### src/design/i2cbm_pkg.sv
`timescale 1ns / 1ps
// ----------------------------------------------------------------------------
// I2C bit-level master package
// Shared types, codes and the phase table of the simple commands.
// ----------------------------------------------------------------------------
package i2cbm_pkg;

  localparam int DLY_W       = 16;
  localparam int IN_DATA_W   = 16;
  localparam int IN_USER_W   = 3;
  localparam int OUT_DATA_W  = 16;
  localparam logic [DLY_W-1:0] DLY_RESET = DLY_W'(60);

  typedef enum logic [2:0] {
    ACT_NONE  = 3'd0,
    ACT_START = 3'd1,
    ACT_STOP  = 3'd2,
    ACT_ACK   = 3'd3,
    ACT_NACK  = 3'd4,
    ACT_WRITE = 3'd5,
    ACT_READ  = 3'd6
  } action_t;

  typedef enum logic [1:0] {
    OP_SCL_LO = 2'd0,
    OP_SCL_HI = 2'd1,
    OP_SDA_LO = 2'd2,
    OP_SDA_HI = 2'd3
  } pin_op_t;

  typedef struct packed {
    logic       is_cmd;
    action_t    action;
    logic [7:0] write_byte;
    logic       sda_in;
  } tick_t;

  localparam pin_op_t SIMPLE_OPS [4][5] = '{
    '{OP_SCL_LO, OP_SDA_HI, OP_SCL_HI, OP_SDA_LO, OP_SCL_LO},
    '{OP_SCL_LO, OP_SDA_LO, OP_SCL_HI, OP_SDA_HI, OP_SCL_LO},
    '{OP_SCL_LO, OP_SDA_LO, OP_SCL_HI, OP_SCL_LO, OP_SCL_LO},
    '{OP_SCL_LO, OP_SDA_HI, OP_SCL_HI, OP_SCL_LO, OP_SCL_LO}
  };

  function automatic pin_op_t simple_op(input logic [1:0] cmd_idx, input logic [2:0] ph);
    pin_op_t op;
    op = OP_SCL_LO;
    if (ph < 3'd5) begin
      op = SIMPLE_OPS[cmd_idx][ph];
    end
    return op;
  endfunction

  function automatic logic [2:0] simple_len(input logic [1:0] cmd_idx);
    return cmd_idx[1] ? 3'd4 : 3'd5;
  endfunction

endpackage

### src/design/i2c_bit_level_master_unit.sv
`timescale 1ns / 1ps
// ----------------------------------------------------------------------------
// I2C bit-level master unit
// Each input transaction is one tick of an I2C master sequencer that plays
// start, stop, ACK, NACK, byte write and byte read phase sequences on SCL/SDA.
//
// Input channel: in_tuser carries the action, in_tdata the byte to write and
// the sampled SDA level. Result channel: one transaction per input tick with
// pin drive levels, busy and done flags, the last read byte, the last ACK bit
// and the reject flag. cfg_wr_en/cfg_wr_data set the phase hold in ticks.
//
// Throughput is one tick per cycle while the receiver accepts: the front
// end pushes into a two-entry queue and the sequencer pops one entry per
// cycle into its output register, where each result becomes valid.
// When the receiver stalls, the output register holds, the queue fills and
// in_tready drops after at most two more transactions. Reset empties the
// queue and output, releases both pins and sets the phase hold to 60 ticks.
// ----------------------------------------------------------------------------
module i2c_bit_level_master_unit (
  input  logic                              clk,
  input  logic                              rst_n,
  input  logic                              cfg_wr_en,
  input  logic [i2cbm_pkg::DLY_W-1:0]       cfg_wr_data,
  input  logic                              in_tvalid,
  output logic                              in_tready,
  // [7:0] write_byte, [8] sda_in, [15:9] zero
  input  logic [i2cbm_pkg::IN_DATA_W-1:0]   in_tdata,
  // [2:0] action
  input  logic [i2cbm_pkg::IN_USER_W-1:0]   in_tuser,
  output logic                              out_tvalid,
  input  logic                              out_tready,
  // [0] scl_out, [1] sda_out, [2] busy_res, [3] done_res, [11:4] read_byte,
  // [12] ack_bit, [13] rejected, [15:14] zero
  output logic [i2cbm_pkg::OUT_DATA_W-1:0]  out_tdata
);

  logic             q_full;
  logic             q_push;
  logic             q_pop;
  logic             q_not_empty;
  i2cbm_pkg::tick_t q_entry;
  i2cbm_pkg::tick_t q_head;

  i2cbm_front u_front (
    .in_tvalid (in_tvalid),
    .in_tready (in_tready),
    .in_tdata  (in_tdata),
    .in_tuser  (in_tuser),
    .q_full    (q_full),
    .q_push    (q_push),
    .q_entry   (q_entry)
  );

  i2cbm_queue u_queue (
    .clk        (clk),
    .rst_n      (rst_n),
    .push       (q_push),
    .push_entry (q_entry),
    .full       (q_full),
    .pop        (q_pop),
    .not_empty  (q_not_empty),
    .head       (q_head)
  );

  i2cbm_engine u_engine (
    .clk         (clk),
    .rst_n       (rst_n),
    .cfg_wr_en   (cfg_wr_en),
    .cfg_wr_data (cfg_wr_data),
    .q_not_empty (q_not_empty),
    .q_head      (q_head),
    .q_pop       (q_pop),
    .out_tvalid  (out_tvalid),
    .out_tready  (out_tready),
    .out_tdata   (out_tdata)
  );

endmodule

### src/design/i2cbm_front.sv
`timescale 1ns / 1ps
// ----------------------------------------------------------------------------
// I2C bit-level master front end
// Unpacks incoming ticks, marks which carry a valid command, feeds the queue.
// ----------------------------------------------------------------------------
module i2cbm_front (
  input  logic                              in_tvalid,
  output logic                              in_tready,
  input  logic [i2cbm_pkg::IN_DATA_W-1:0]   in_tdata,
  input  logic [i2cbm_pkg::IN_USER_W-1:0]   in_tuser,
  input  logic                              q_full,
  output logic                              q_push,
  output i2cbm_pkg::tick_t                  q_entry
);

  i2cbm_pkg::action_t act;

  always_comb begin
    act = i2cbm_pkg::action_t'(in_tuser);
    q_entry.action     = act;
    q_entry.write_byte = in_tdata[7:0];
    q_entry.sda_in     = in_tdata[8];
    unique case (act)
      i2cbm_pkg::ACT_START, i2cbm_pkg::ACT_STOP, i2cbm_pkg::ACT_ACK,
      i2cbm_pkg::ACT_NACK, i2cbm_pkg::ACT_WRITE, i2cbm_pkg::ACT_READ: begin
        q_entry.is_cmd = 1'b1;
      end
      default: begin
        q_entry.is_cmd = 1'b0;
      end
    endcase
  end

  assign in_tready = ~q_full;
  assign q_push    = in_tvalid & ~q_full;

endmodule

### src/design/i2cbm_queue.sv
`timescale 1ns / 1ps
// ----------------------------------------------------------------------------
// I2C bit-level master tick queue
// Two-entry queue between the front end and the sequencer.
// ----------------------------------------------------------------------------
module i2cbm_queue (
  input  logic              clk,
  input  logic              rst_n,
  input  logic              push,
  input  i2cbm_pkg::tick_t  push_entry,
  output logic              full,
  input  logic              pop,
  output logic              not_empty,
  output i2cbm_pkg::tick_t  head
);

  i2cbm_pkg::tick_t mem_r [2];
  logic       wr_ptr_r;
  logic       wr_ptr_nxt;
  logic       rd_ptr_r;
  logic       rd_ptr_nxt;
  logic [1:0] count_r;
  logic [1:0] count_nxt;

  always_comb begin
    wr_ptr_nxt = push ? ~wr_ptr_r : wr_ptr_r;
    rd_ptr_nxt = pop ? ~rd_ptr_r : rd_ptr_r;
    count_nxt  = count_r + {1'b0, push} - {1'b0, pop};
  end

  always_ff @(posedge clk) begin
    if (!rst_n) begin
      wr_ptr_r <= 1'b0;
      rd_ptr_r <= 1'b0;
      count_r  <= 2'd0;
    end else begin
      wr_ptr_r <= wr_ptr_nxt;
      rd_ptr_r <= rd_ptr_nxt;
      count_r  <= count_nxt;
    end
  end

  always_ff @(posedge clk) begin
    if (push) begin
      mem_r[wr_ptr_r] <= push_entry;
    end
  end

  assign full      = count_r[1];
  assign not_empty = count_r != 2'd0;
  assign head      = mem_r[rd_ptr_r];

endmodule

### src/design/i2cbm_engine.sv
`timescale 1ns / 1ps
// ----------------------------------------------------------------------------
// I2C bit-level master sequencer
// Plays the SCL/SDA phase sequences one tick per queue entry, with an
// output register toward the result channel.
// ----------------------------------------------------------------------------
module i2cbm_engine (
  input  logic                              clk,
  input  logic                              rst_n,
  input  logic                              cfg_wr_en,
  input  logic [i2cbm_pkg::DLY_W-1:0]       cfg_wr_data,
  input  logic                              q_not_empty,
  input  i2cbm_pkg::tick_t                  q_head,
  output logic                              q_pop,
  output logic                              out_tvalid,
  input  logic                              out_tready,
  output logic [i2cbm_pkg::OUT_DATA_W-1:0]  out_tdata
);

  localparam logic [5:0] STEP_IDLE  = 6'd0;
  localparam logic [5:0] STEP_FIRST = 6'd1;
  localparam logic [5:0] STEP_END   = 6'd63;
  localparam logic [5:0] W_DATA     = 6'd1;
  localparam logic [5:0] W_CLKH     = 6'd2;
  localparam logic [5:0] W_CLKL     = 6'd3;
  localparam logic [5:0] W_ACK_REL  = 6'd4;
  localparam logic [5:0] W_ACK_CLKH = 6'd5;
  localparam logic [5:0] W_ACK_SMP  = 6'd6;
  localparam logic [5:0] R_REL      = 6'd1;
  localparam logic [5:0] R_CLKH     = 6'd2;
  localparam logic [5:0] R_SMP      = 6'd3;
  localparam logic [5:0] R_CLKL     = 6'd4;
  localparam logic [5:0] R_GAP      = 6'd5;

  logic [i2cbm_pkg::DLY_W-1:0] phase_delay_r;
  logic [5:0]                  step_r, step_nxt;
  i2cbm_pkg::action_t          cmd_r, cmd_nxt;
  logic [i2cbm_pkg::DLY_W-1:0] dly_r, dly_nxt;
  logic [3:0]                  bit_r, bit_nxt;
  logic [7:0]                  shift_r, shift_nxt;
  logic                        scl_r, scl_nxt;
  logic                        sda_r, sda_nxt;
  logic                        ack_r, ack_nxt;
  logic [7:0]                  rx_r, rx_nxt;
  logic                        out_valid_r;
  logic [i2cbm_pkg::OUT_DATA_W-1:0] out_data_r, out_data_nxt;

  logic               done_c, rej_c, run, hold;
  logic [5:0]         s;
  i2cbm_pkg::action_t c;
  logic [7:0]         sh;
  logic [3:0]         bc_inc;
  logic [1:0]         cidx;
  logic [2:0]         len;
  i2cbm_pkg::pin_op_t op;

  assign q_pop = q_not_empty & (~out_valid_r | out_tready);

  always_comb begin
    step_nxt  = step_r;
    cmd_nxt   = cmd_r;
    dly_nxt   = dly_r;
    bit_nxt   = bit_r;
    shift_nxt = shift_r;
    scl_nxt   = scl_r;
    sda_nxt   = sda_r;
    ack_nxt   = ack_r;
    rx_nxt    = rx_r;
    done_c    = 1'b0;
    rej_c     = 1'b0;
    run       = 1'b0;
    hold      = 1'b1;
    s         = step_r;
    c         = cmd_r;
    sh        = shift_r;
    bc_inc    = bit_r + 4'd1;
    cidx      = 2'd0;
    len       = 3'd0;
    op        = i2cbm_pkg::OP_SCL_LO;

    if (q_pop) begin
      if (step_r == STEP_IDLE) begin
        if (q_head.is_cmd) begin
          cmd_nxt   = q_head.action;
          bit_nxt   = 4'd0;
          shift_nxt = (q_head.action == i2cbm_pkg::ACT_WRITE) ? q_head.write_byte : 8'd0;
          c         = q_head.action;
          sh        = shift_nxt;
          bc_inc    = 4'd1;
          s         = STEP_FIRST;
          run       = 1'b1;
        end
      end else begin
        rej_c = q_head.is_cmd;
        if (dly_r != '0) begin
          dly_nxt = dly_r - i2cbm_pkg::DLY_W'(1);
        end else begin
          run = 1'b1;
        end
      end
    end

    if (run) begin
      if (s == STEP_END) begin
        step_nxt = STEP_IDLE;
        dly_nxt  = '0;
        done_c   = 1'b1;
        if (c == i2cbm_pkg::ACT_READ) begin
          rx_nxt = sh;
        end
      end else begin
        unique case (c)
          i2cbm_pkg::ACT_START, i2cbm_pkg::ACT_STOP,
          i2cbm_pkg::ACT_ACK, i2cbm_pkg::ACT_NACK: begin
            cidx = 2'(c - 3'd1);
            len  = i2cbm_pkg::simple_len(cidx);
            if (s >= STEP_FIRST && s <= {3'b000, len}) begin
              op = i2cbm_pkg::simple_op(cidx, 3'(s - 6'd1));
              unique case (op)
                i2cbm_pkg::OP_SCL_LO: scl_nxt = 1'b0;
                i2cbm_pkg::OP_SCL_HI: scl_nxt = 1'b1;
                i2cbm_pkg::OP_SDA_LO: sda_nxt = 1'b0;
                i2cbm_pkg::OP_SDA_HI: sda_nxt = 1'b1;
              endcase
              step_nxt = (s == {3'b000, len}) ? STEP_END : 6'(s + 6'd1);
            end else begin
              step_nxt = STEP_END;
            end
          end
          i2cbm_pkg::ACT_WRITE: begin
            unique case (s)
              W_DATA: begin
                sda_nxt  = sh[7];
                step_nxt = W_CLKH;
              end
              W_CLKH: begin
                scl_nxt  = 1'b1;
                step_nxt = W_CLKL;
              end
              W_CLKL: begin
                scl_nxt   = 1'b0;
                shift_nxt = {sh[6:0], 1'b0};
                bit_nxt   = bc_inc;
                hold      = 1'b0;
                step_nxt  = (bc_inc < 4'd8) ? W_DATA : W_ACK_REL;
              end
              W_ACK_REL: begin
                sda_nxt  = 1'b1;
                step_nxt = W_ACK_CLKH;
              end
              W_ACK_CLKH: begin
                scl_nxt  = 1'b1;
                step_nxt = W_ACK_SMP;
              end
              W_ACK_SMP: begin
                ack_nxt  = q_head.sda_in;
                step_nxt = 6'd7;
              end
              default: begin
                scl_nxt  = 1'b0;
                step_nxt = STEP_END;
              end
            endcase
          end
          i2cbm_pkg::ACT_READ: begin
            unique case (s)
              R_REL: begin
                sda_nxt  = 1'b1;
                step_nxt = R_CLKH;
              end
              R_CLKH: begin
                scl_nxt  = 1'b1;
                hold     = 1'b0;
                step_nxt = R_SMP;
              end
              R_SMP: begin
                shift_nxt = {sh[6:0], q_head.sda_in};
                step_nxt  = R_CLKL;
              end
              R_CLKL: begin
                scl_nxt  = 1'b0;
                bit_nxt  = bc_inc;
                step_nxt = (bc_inc < 4'd8) ? R_GAP : STEP_END;
              end
              default: begin
                step_nxt = R_CLKH;
              end
            endcase
          end
          default: begin
            step_nxt = STEP_END;
            hold     = 1'b0;
          end
        endcase
        dly_nxt = hold ? phase_delay_r : '0;
      end
    end

    out_data_nxt = {2'b00, rej_c, ack_nxt, rx_nxt, done_c, (step_nxt != STEP_IDLE),
                    sda_nxt, scl_nxt};
  end

  always_ff @(posedge clk) begin
    if (!rst_n) begin
      phase_delay_r <= i2cbm_pkg::DLY_RESET;
      step_r        <= STEP_IDLE;
      cmd_r         <= i2cbm_pkg::ACT_NONE;
      dly_r         <= '0;
      bit_r         <= 4'd0;
      shift_r       <= 8'd0;
      scl_r         <= 1'b1;
      sda_r         <= 1'b1;
      ack_r         <= 1'b1;
      rx_r          <= 8'd0;
      out_valid_r   <= 1'b0;
    end else begin
      if (cfg_wr_en) begin
        phase_delay_r <= cfg_wr_data;
      end
      step_r  <= step_nxt;
      cmd_r   <= cmd_nxt;
      dly_r   <= dly_nxt;
      bit_r   <= bit_nxt;
      shift_r <= shift_nxt;
      scl_r   <= scl_nxt;
      sda_r   <= sda_nxt;
      ack_r   <= ack_nxt;
      rx_r    <= rx_nxt;
      if (q_pop) begin
        out_valid_r <= 1'b1;
      end else if (out_tready) begin
        out_valid_r <= 1'b0;
      end
    end
  end

  always_ff @(posedge clk) begin
    if (q_pop) begin
      out_data_r <= out_data_nxt;
    end
  end

  assign out_tvalid = out_valid_r;
  assign out_tdata  = out_data_r;

  a_done_to_idle: assert property (@(posedge clk) disable iff (!rst_n)
    (q_pop && done_c) |=> (step_r == STEP_IDLE))
    else $error("sequence completion did not return to idle");

  a_reject_busy: assert property (@(posedge clk) disable iff (!rst_n)
    (q_pop && rej_c) |-> (step_r != STEP_IDLE))
    else $error("command rejected while idle");

  a_idle_no_hold: assert property (@(posedge clk) disable iff (!rst_n)
    (step_r == STEP_IDLE) |-> (dly_r == '0))
    else $error("hold count pending while idle");

  a_bit_range: assert property (@(posedge clk) disable iff (!rst_n)
    bit_r <= 4'd8)
    else $error("bit count beyond one byte");

endmodule

### config.mk
export PLATFORM = sky130hd
export DESIGN_NAME = i2c_bit_level_master_unit
export DESIGN_NICKNAME = d
export VERILOG_FILES = /design/src/design/i2cbm_pkg.sv /design/src/design/i2c_bit_level_master_unit.sv /design/src/design/i2cbm_front.sv /design/src/design/i2cbm_queue.sv /design/src/design/i2cbm_engine.sv
export SDC_FILE = /design/constraint.sdc
export NUM_CORES = 1
export LEC_CHECK = 0
export BUFFER_PORTS_ARGS = -buffer_cell sky130_fd_sc_hd__buf_2
export CAP_MARGIN = 40
export CORE_ASPECT_RATIO = 0.8
export CORE_UTILIZATION = 50
export DETAILED_ROUTE_END_ITERATION = 6
export GPL_ROUTABILITY_DRIVEN = 0
export PLACE_DENSITY = 0.68
export SYNTH_ARGS = -nofsm -noshare
export SYNTH_HDL_FRONTEND = slang
export SYNTH_SLANG_ARGS = --single-unit
### constraint.sdc
create_clock -name clk -period 7.8 [get_ports clk]
set_clock_uncertainty 0.05 [all_clocks]
set_input_delay 0.78 -clock clk [delete_from_list [all_inputs] [get_ports clk]]
set_output_delay 0.78 -clock clk [all_outputs]
set_load 0.005 [all_outputs]
-- Yosys cells after proc, flatten, opt, wreduce, memory -nomap -nowiden
Memory sizes are Yosys's and may differ from the RTL's. A register that Yosys moved wholly into a read port is not among the register bits.
Index checks and enable logic that the tools add are counted.
- add/sub/neg operators: 7
- magnitude comparators: 6
- eq/ne operators: 25
- multiplexer cells: 91
- bitwise gates (word level): 9
- reduce and logical (&&, ||, !) cells: 14
- operator list (cell ; number):
    16-bit two-way mux ; 6
    8-bit two-way mux ; 11
    6-bit two-way mux ; 8
    4-bit two-way mux ; 10
    6-bit case mux with 3 select lines ; 2
    6-bit case mux with 6 select lines ; 1
    1-bit two-way mux ; 28
    3-bit equality test, second input constant ; 7
    10-bit binary-select mux with 2-bit select ; 1
    10-bit two-way mux ; 2
    6-bit by 3-bit equality test with 1-bit output, second input constant ; 3
    8-bit case mux with 2 select lines ; 1
    16-bit nonzero test ; 1
    16-bit by 1-bit subtractor with 16-bit output, second input constant ; 1
    2-bit two-way mux ; 7
    3-bit by 2-bit equality test with 1-bit output, second input constant ; 4
    6-bit by 2-bit equality test with 1-bit output, second input constant ; 2
    3-bit two-way mux ; 4
    1-bit case mux with 2 select lines ; 5
    1-bit case mux with 3 select lines ; 3
    4-bit case mux with 2 select lines ; 1
    2-bit nonzero test ; 4
    6-bit by 1-bit adder with 6-bit output, second input constant ; 1
    2-bit binary-select mux with 3-bit select ; 1
    other kinds (32) ; 38
- register bits after elaboration: 83
- bits in writable memories: 26
- bits of input ports: 40
- output and inout port bits: 18
- word-level logic and storage cells: 170
- memories: 1
- memories (name ; words ; bits a word ; rd ports ; clocked after memory_dff ; wr ports ; line ; text):
    u_queue.mem_r ; 2 ; 13 ; 1 ; 1 ; 1 ; i2cbm_queue.sv:17 ; i2cbm_pkg::tick_t mem_r [2];

-- Logic depth before layout (Yosys ltp)
Gate-level depths: netlist (run 1).
- depth in word-level cells: 23
- gate-level depth with buffers: 18
- gate-level depth less buffers: 14

-- Cells and area by module
Synthesis (run 1) repeated with hierarchy kept, for this count alone.
- cell total of the unflattened synthesis: 572
- area, all modules: 5611.6 um^2
- modules (own cells, without submodules) (module ; instances ; cells an instance ; area an instance (um^2) ; seq. area each (um^2)):
    i2cbm_engine ; 1 ; 495 ; 4294.1 ; 1721.7
    i2cbm_queue ; 1 ; 60 ; 1197.4 ; 880.8
    i2cbm_front ; 1 ; 17 ; 120.1 ; 0.0

-- Worst setup path before layout (run 1)
No wires, ideal clock.
- path kind: input to register
- start point: input port out_tready
- end point: register u_engine.out_data_r (netlist bit u_engine.out_tdata[1]) (data pin)
- library setup time: 0.275 ns
- data arrival time: 3.471 ns
- required time: 7.475 ns
- slack: 4.005 ns
- cell stages on the path: 16
- path buffers: 2
- cell sequence: nor2b_1 nor3_2 nand2_1 clkbuf_1 nor2_1 a21oi_1 inv_1 ha_1 or2_2 nor3b_1 o22ai_1 and2_0 and2_0 clkbuf_1 nor2_1 a31oi_1
- word-level cells in the longest chain between the ends: 22
- elaborated cells between the ends (all ways): 45
- those cells by class: add/sub (2); order compare (3); eq/ne (11); mux (23); bitwise (4); reduce/logical (2)
- ends and longest elaborated chain (element ; line ; text):
    from (decl) ; i2c_bit_level_master_unit.sv:31 ; input logic out_tready,
    1-bit bitwise OR (*) ; i2cbm_engine.sv:57 ; assign q_pop = q_not_empty & (~out_valid_r | out_tready);
    1-bit bitwise AND (*) ; i2cbm_engine.sv:57 ;
    3-bit two-way mux (*) ; i2cbm_engine.sv:81 ; if (q_pop) begin
    net u_engine.c[1] ; i2cbm_engine.sv:50 ; i2cbm_pkg::action_t c;
    2-bit by 1-bit subtractor with 2-bit output ; i2cbm_engine.sv:115 ; cidx = 2'(c - 3'd1);
    2-bit NOT with 3-bit output (implied by the code) ; i2cbm_pkg.sv:49 ; op = SIMPLE_OPS[cmd_idx][ph];
    10-bit binary-select mux with 2-bit select ; i2cbm_pkg.sv:49 ;
    10-bit two-way mux (implied by the code) (2 in a row) ; i2cbm_pkg.sv:49 ;
    (+7 left out) ; -- ;
    2-bit two-way mux ; i2cbm_engine.sv:103 ; if (run) begin
    2-bit equality test ; i2cbm_engine.sv:119 ; unique case (op)
    1-bit case mux with 2 select lines ; i2cbm_engine.sv:119 ;
    1-bit two-way mux ; i2cbm_engine.sv:117 ; if (s >= STEP_FIRST && s <= {3'b000, len}) begin
    1-bit case mux with 3 select lines (*) ; i2cbm_engine.sv:112 ; unique case (c)
    1-bit two-way mux (*) ; i2cbm_engine.sv:104 ; if (s == STEP_END) begin
    1-bit two-way mux (*) ; i2cbm_engine.sv:103 ;
    net u_engine.out_data_nxt (one bit) ; i2cbm_engine.sv:46 ; logic [i2cbm_pkg::OUT_DATA_W-1:0] out_data_r, out_data_nxt;
    to (signal assigned) ; i2cbm_engine.sv:239 ; out_data_r <= out_data_nxt;
    to (decl) ; i2cbm_engine.sv:46 ;
The timed path passes the listed nets; every way through them passes the cells marked *. The select of a mux whose other input is x is not followed.
A chain may end at the register's enable or synchronous reset.

==> results of run 1 <==
## cell usage after synthesis (7+ instances only)
cell / n / area [um2]
dfxtp_1: 70 / 1400
nor2_1: 60 / 225
o21ai_0: 44 / 220
edfxtp_1: 40 / 1200
mux2i_1: 36 / 360
nand2_1: 36 / 135
a21oi_1: 29 / 145
clkbuf_1: 25 / 93.8
nor3_1: 14 / 70.1
and2_1: 13 / 81.3
a32oi_1: 12 / 105
mux2_2: 12 / 135
inv_1: 11 / 41.3
nand3_1: 11 / 55.1
a31oi_1: 10 / 62.6
xnor2_1: 10 / 87.6
ha_1: 9 / 113
nor2b_1: 7 / 43.8
xor2_1: 7 / 61.3
## logic make-up (layout without fill, tap and decap cells)
logic type                 after synthesis  count (layout)  synth area share
xor gates and xnor gates                17              17            0.0270
adders and majority gates                9               9            0.0205
other                                    1               2          0.000681
and+or+nand+nor                        195             195             0.187
AOI/OAI and AO/OA                      136             136             0.161
DFF                                    110             110             0.473
muxes                                   49              49            0.0925
buffers and inverters                   47              84            0.0386
## where the power goes
| part | internal, mW | switching (mW) | leakage [nW] |
|---|---|---|---|
| logic | 0.479 | 0.826 | 1.33 |
| clock network | 0.254 | 0.212 | 0.148 |
| registers | 0.730 | 0.119 | 0.943 |
| total | 1.46 | 1.16 | 2.42 |
## state kept, by name (all words and copies together) (netlist names), 2 cells and up, named ones only
register and flops:
u_engine.bit_r 4, u_engine.cmd_r 3, u_engine.dly_r 16, u_engine.out_tdata 14
u_engine.phase_delay_r 16, u_engine.rx_r 8, u_engine.shift_r 8, u_engine.step_r 6
u_queue.count_r 2, u_queue.mem_r 26
## per-layer routing
metal	track usage	vias up
li1	-	2133
met1	0.325	2065
met2	0.319	175
met3	0.0545	35
met4	0.0802	0
met5	0	-
## path summary, 6_finish.rpt
| kind | to | slack [ps] | cells past startpoint |
|---|---|---|---|
| worst min register to register | u_engine.phase_delay_r[5] | 440 | 2 |
| worst max register to register | u_engine.dly_r[8] | 2710 | 14 |
| worst min-delay path | u_engine.phase_delay_r[5] | 440 | 2 |
| worst max-delay path | u_engine.dly_r[8] | 2710 | 14 |
## worst reg2reg max path: cells and delay by family (launching register included)
kind	cells	cell delay, ps
AOI/OAI and AO/OA	4	980
adders and majority gates	1	420
buffers and inverters	2	350
DFF	1	840
muxes	1	230
and+or+nand+nor	6	2100
## final cells by class
class                           count  share of cell area
Inverter                           12             0.00734
Timing Repair Buffer               56              0.0502
Sequential cell                   110               0.424
Clock buffer                       10              0.0373
Tap cell                          140              0.0286
Multi-Input combinational cell    408               0.440
Clock inverter                      6              0.0124
==> impl_metrics.ini, run 1 <==
[sta]
tns_ps = 0
relSlewSlack = 0.471
hold_ws_ps = 438
worst_pin_slew_ps = 793
max_freq_ghz = 0.196
hold_violations = 0
setup_ws_ps = 2710
grt_setup_unrepaired = false
period_minus_slack_ps = 5090
setup_viol = 0
drv_slew = 0
post-route-period-util = 0.653

[pwr]
power_density_nw_per_um2 = 427
ir_drop_mv = 0.188
p_leak_nw = 2.42
p_total_mw = 2.62

[floorplanning]
rows = 33
start_util = 0.525
fp.dieH_um = 95.9
die_area_um2 = 11400
die_x_um = 119
ios = 58
core_um2 = 10500

[global_routing]
grt_max_degree = 39
grt_usage = 0.223
grt_pass1_vias = 3820
grt_pass1_wl_mm = 19.8
grt-ovfl-total = 0
antenna_found_initial = 0

[detailed_routing]
first_pass_iters = 5
wl_mm = 12.5
initialDrtViolationCount = 354
drc = 0
vias = 4408
highest_layer = met4
wl_met2_mm = 5.30
ant_nets = 0
wl_met1_mm = 5.94
wl_met3_um = 949
post_drt_wl_per_cell_um = 16.8
via_per_inst = 5.94

[synth]
synth_edf_count = 40
synth_seq_cells = 110
seq_area_frac_synth = 0.473
synth_area_per_cell_um2 = 9.76
synth_ff_type = dfxtp_1
yosys_warnings = 0
syn_inst = 564
synth_area_um2 = 5510
synth_cell_type_count = 69
synthArstFlopShare = 0

[setup_path]
worstPathRequired_ps = 7980
cp_num_buf_inv = 2
worst-setup-path-type = reg2reg
crit_fanout = 17
endpoint_kind = register
path_cells = mux2i_2, nor3_2, nand2_1, a21oi_1, inv_1, ha_1, or3_1, nor2_1, o211ai_1, and2_0, and2_0, buf_6, a32oi_1, a21oi_1
critPathTopFamily = simple AND/OR/NAND/NOR gates
slowest_delay_ps = 840
start_kind = register
critical-path-slowest-cell = dfxtp_1
cp.arrival_ps = 5280

[place]
dpl.cell_count = 726
port_buffers = 48
dp_hpwl_mm = 8.79
dp_worst_setup_slack_ps = 2840
place_area_um2 = 5830

[hold_path]
min_from = u_engine.phase_delay_r[5]
hold_path.class = reg2reg

[finish]
final_cells = 742
design_area_um2 = 6130
final_util = 0.585
multi_input_area_um2 = 2700
seqCellArea_um2 = 2600
nNetsFinal = 646
layout-drive-gt1-share = 0.181
diodes = 0
fillers = 909
final_common_cell = dfxtp_1
layout_common_cells = dfxtp_1, nor2_1, buf_2
synthToLayoutAreaGrowth_pct = 11.4

[cts]
cts.sinks = 110
cts_made_buffers = 9
cts_resized = 0
path_clk_slew_ps = 70
cts_max_level = 3
clockRootBuffer = clkbuf_16
clockBufferDepth = 2
cts_tree = built
clk_latency_ps = 350
post-cts-setup-buffer-count = 0
postCtsHoldBufs = 0

[status]
status = complete, no violations

[run]
maxCapViolCount = 0
(Power assumes the default switching activity.)
==> run 2, diff against run 1 <==
- PLACE_DENSITY: 0.68 -> 0.7
- clock period: 7.8 -> 4.35 ns (I/O delays scaled with it)
==> run 2 against run 1 <==
Against the previous run:
- register-to-register slack worse by 2300 ps
- clock-buffer cell count down 1
- non-clock buffer count up 11
- via count up 0.43%
- sequential power up 72%
- hold slack worse by 230 ps
- worst setup slack worse by 2300 ps
==> impl_metrics.ini, run 2 (synthesized netlist as in run 1, its figures left out) <==
[status]
status = complete, no violations

[cts]
cts_resized = 0
clockBufferDepth = 2
post-cts-setup-buffer-count = 0
clk_latency_ps = 360
cts_tree = built
path_clk_slew_ps = 80
cts_max_level = 3
postCtsHoldBufs = 0
clockRootBuffer = clkbuf_16
cts_made_buffers = 9
cts.sinks = 110

[floorplanning]
ios = 58
core_um2 = 10500
rows = 33
die_area_um2 = 11400
start_util = 0.525
die_x_um = 119
fp.dieH_um = 95.9

[detailed_routing]
wl_mm = 12.5
first_pass_iters = 5
initialDrtViolationCount = 370
drc = 0
ant_nets = 0
vias = 4427
post_drt_wl_per_cell_um = 16.6
via_per_inst = 5.88

[global_routing]
grt_usage = 0.232
grt_max_degree = 38
grt_pass1_wl_mm = 20.6
antenna_found_initial = 0
grt_pass1_vias = 4118
grt-ovfl-total = 0

[setup_path]
cp_common_cell = a21oi_1
worst-setup-path-type = reg2reg
endpoint_kind = register
worstPathRequired_ps = 4520
critPathTopFamily = simple AND/OR/NAND/NOR gates
slowest_delay_ps = 670
crit_fanout = 9
start_kind = register
path_cells = nor3_1, and2_1, nand2_1, a21oi_1, ha_1, or4b_2, o311ai_0, nand4_1, o41ai_1, a21oi_1, nor2_1
cp.arrival_ps = 4160
cp_num_buf_inv = 0
critical-path-slowest-cell = nor3_1

[sta]
relSlewSlack = 0.455
worst_pin_slew_ps = 812
post-route-period-util = 0.916
period_minus_slack_ps = 3980
grt_setup_unrepaired = false
hold_violations = 0
setup_viol = 0
tns_ps = 0
drv_slew = 0
max_freq_ghz = 0.251

[finish]
diodes = 0
largest_register = u_queue.mem_r
layout-drive-gt1-share = 0.199
layout_common_cells = dfxtp_1, nor2_1, buf_2
synthToLayoutAreaGrowth_pct = 12.7
final_cells = 753
largest_reg_flops = 26
final_util = 0.592
nNetsFinal = 657
fillers = 918
final_common_cell = dfxtp_1
top_regs = u_queue.mem_r: 26 flops, u_engine.dly_r: 16 flops, u_engine.phase_delay_r: 16 flops

[place]
port_buffers = 48
dp_hpwl_mm = 8.89
dpl.cell_count = 737

[pwr]
ir_drop_mv = 0.353
power_density_nw_per_um2 = 768
p_leak_nw = 2.47

[hold_path]
hold_path.class = in2reg

[run]
maxCapViolCount = 0
==> run 2: cell types whose count changed in the layout (fill, tap and decap cells not counted), sizes merged <==
cell,previous run,this run
clkinvlp,0,1
buf,56,67
bufinv,1,0
clkbuf,10,9
clkinv,3,4
==> run 2: final timing paths <==
check | start | to | slack [ps] | depth (start not counted)
setup / recovery | u_engine.step_r[0] | u_engine.out_tdata[0] | 370 | 11
hold / removal | in_tdata[7] | u_queue.mem_r[0][8] | 210 | 1
setup reg to reg | u_engine.step_r[0] | u_engine.out_tdata[0] | 370 | 11
hold reg to reg | u_engine.phase_delay_r[3] | u_engine.dly_r[3] | 440 | 2
==> run 2: through the flow <==
step / area [um2] / hold WS (ps) / setup slack [ps] / power (mW)
floorplan: 5510 / 391 / 764 / 3.27
global placement: 5890 / 413 / 562 / 3.82
detailed placement: 5900 / 426 / 437 / 3.89
CTS: 6200 / 200 / 507 / 4.72
global route: 6200 / 200 / 35.1 / 5.08
finish: 6200 / 212 / 365 / 4.76
==> run 2: routing by layer <==
| metal | up-vias | wire length, um | global-route usage |
|---|---|---|---|
| li1 | 2157 | - | - |
| met1 | 2072 | 6100 | 0.325 |
| met2 | 180 | 5280 | 0.347 |
| met3 | 18 | 881 | 0.0569 |
| met4 | 0 | 193 | 0.0865 |
| met5 | - | 0 | 0 |
==> run 2: final cells by class <==
type                            instances  area (um2)  share of cell area
Clock buffer                            9         225              0.0363
Inverter                               12        45.0             0.00726
Sequential cell                       110        2600               0.420
Clock inverter                          7        75.1              0.0121
Timing Repair Buffer                   67         383              0.0617
Multi-Input combinational cell        408        2700               0.435
Tap cell                              140         175              0.0282
==> run 2: where the power goes <==
| part | internal [mW] | leakage (nW) | total, mW | switching [mW] |
|---|---|---|---|---|
| sequential | 1.31 | 0.943 | 1.46 | 0.149 |
| clock | 0.406 | 0.144 | 0.815 | 0.409 |
| combinational | 0.925 | 1.38 | 2.49 | 1.56 |
==> run 3, diff against run 2 <==
- PLACE_DENSITY: 0.7 -> 0.72
==> run 3 against run 2 <==
Against the previous run:
- hold slack improved by 3.7 ps
- clock-buffer cell count is 1 higher
- via count is 1.6% higher
- critical endpoint unchanged
- largest cell class unchanged
==> impl_metrics.ini, run 3 (synthesized netlist as in run 1, its figures left out) <==
[finish]
diodes = 0
layout_common_cells = dfxtp_1, nor2_1, buf_2
final_cells = 753
largest_reg_flops = 26
top_regs = u_queue.mem_r: 26 flops, u_engine.dly_r: 16 flops, u_engine.phase_delay_r: 16 flops
synthToLayoutAreaGrowth_pct = 12.5
fillers = 932
layout-drive-gt1-share = 0.197
largest_register = u_queue.mem_r
nNetsFinal = 657
final_common_cell = dfxtp_1

[sta]
max_freq_ghz = 0.257
tns_ps = 0
relSlewSlack = 0.485
setup_viol = 0
post-route-period-util = 0.893
hold_violations = 0
grt_setup_unrepaired = false
drv_slew = 0
period_minus_slack_ps = 3890
worst_pin_slew_ps = 766

[pwr]
p_leak_nw = 2.47
ir_drop_mv = 0.323
power_density_nw_per_um2 = 767

[global_routing]
grt_pass1_wl_mm = 20.7
antenna_found_initial = 0
grt-ovfl-total = 0
grt_max_degree = 38
grt_usage = 0.233
grtUsageMet1 = 0.323
met2_usage = 0.355
grt_pass1_vias = 4141
grt.busiest_layer = met2
gr-usage-met3 = 0.0646

[floorplanning]
die_area_um2 = 11400
rows = 33
ios = 58
fp.dieH_um = 95.9
core_um2 = 10500
die_x_um = 119
start_util = 0.525

[cts]
postCtsHoldBufs = 0
cts_resized = 0
cts_tree = built
cts.sinks = 110
clockRootBuffer = clkbuf_16
path_clk_slew_ps = 70
clockBufferDepth = 2
post-cts-setup-buffer-count = 0
cts_max_level = 3
clk_latency_ps = 350
cts_made_buffers = 9

[place]
dpl.cell_count = 737
dp_hpwl_mm = 9.06
port_buffers = 48

[setup_path]
slowest_delay_ps = 640
endpoint = u_engine.out_tdata[0]
critical-path-slowest-cell = nor3_1
cp_common_cell = nor2_1
reg2reg_depth = 15
timing.reg2reg.setup_slack_ps = 460
endpoint_kind = register
start_kind = register
crit_path_start = u_engine.step_r[0]
rr_startpoint = u_engine.step_r[0]
worstPathRequired_ps = 4410
cp.arrival_ps = 3940
crit_fanout = 22
worst-setup-path-type = reg2reg
path_cells = nor3_1, and2_1, nand2_1, buf_4, nor2_1, a21oi_1, ha_1, or3_1, nor2_1, o211ai_1, and2_0, and2_0, buf_4, a21oi_1, nor2_1
r2r-end = u_engine.out_tdata[0]

[hold_path]
hold_path.class = in2reg

[run]
maxCapViolCount = 0

[detailed_routing]
initialDrtViolationCount = 309
first_pass_iters = 5
via_per_inst = 5.97
drc = 0
ant_nets = 0
wl_mm = 12.6
vias = 4499
post_drt_wl_per_cell_um = 16.8

[status]
status = complete, no violations
run 3: worst min path at each step:
stage	start	endpoint	slack, ps	cells past startpoint
after floorplan	u_engine.phase_delay_r[5]	u_engine.dly_r[5]	390	2
after global placement	u_engine.phase_delay_r[5]	u_engine.phase_delay_r[5]	420	2
after detailed placement	u_engine.phase_delay_r[4]	u_engine.phase_delay_r[4]	430	2
after CTS	in_tdata[5]	u_queue.mem_r[1][6]	210	1
after global routing	in_tdata[3]	u_queue.mem_r[0][4]	210	1
final	in_tdata[3]	u_queue.mem_r[1][4]	220	1
run 3: critical path: cells and delay by family (launching register included):
kind | cells | cell delay (ps)
AND/OR/NAND/NOR | 9 | 2170
buffers and inverters | 2 | 440
AO/OA/AOI/OAI | 3 | 380
flip-flops | 1 | 310
adder cells (fa/ha/maj) | 1 | 290
run 3: report_power, final:
group	internal [mW]	total (mW)	switching, mW
logic	0.924	2.50	1.58
clock network	0.404	0.788	0.384
registers	1.31	1.46	0.151
total	2.64	4.75	2.12
run 3: per-layer routing:
layer	wire, um	share of wire	up-vias
li1	-	-	2147
met1	5740	0.45	2124
met2	5590	0.44	201
met3	1070	0.084	27
met4	240	0.019	0
met5	0	0	-
run 3: area by class of cell:
class / count / area (um2) / share of cell area
Clock buffer: 10 / 229 / 0.0370
Clock inverter: 6 / 62.6 / 0.0101
Inverter: 12 / 45.0 / 0.00727
Multi-Input combinational cell: 408 / 2700 / 0.435
Sequential cell: 110 / 2600 / 0.420
Tap cell: 140 / 175 / 0.0283
Timing Repair Buffer: 67 / 383 / 0.0618
run 3: stage by stage:
| step | setup slack [ps] | hold WS [ps] | power [mW] | cell area [um2] | utilization |
|---|---|---|---|---|---|
| 3_5_place_dp | 435 | 427 | 3.91 | 5900 | 0.563 |
| 3_3_place_gp | 485 | 415 | 3.81 | 5890 | 0.561 |
| 4_1_cts | 570 | 206 | 4.71 | 6190 | 0.591 |
| 5_1_grt | 200 | 206 | 5.07 | 6190 | 0.591 |
| 2_1_floorplan | 764 | 391 | 3.27 | 5510 | - |
| 6_report | 464 | 215 | 4.75 | 6190 | 0.591 |
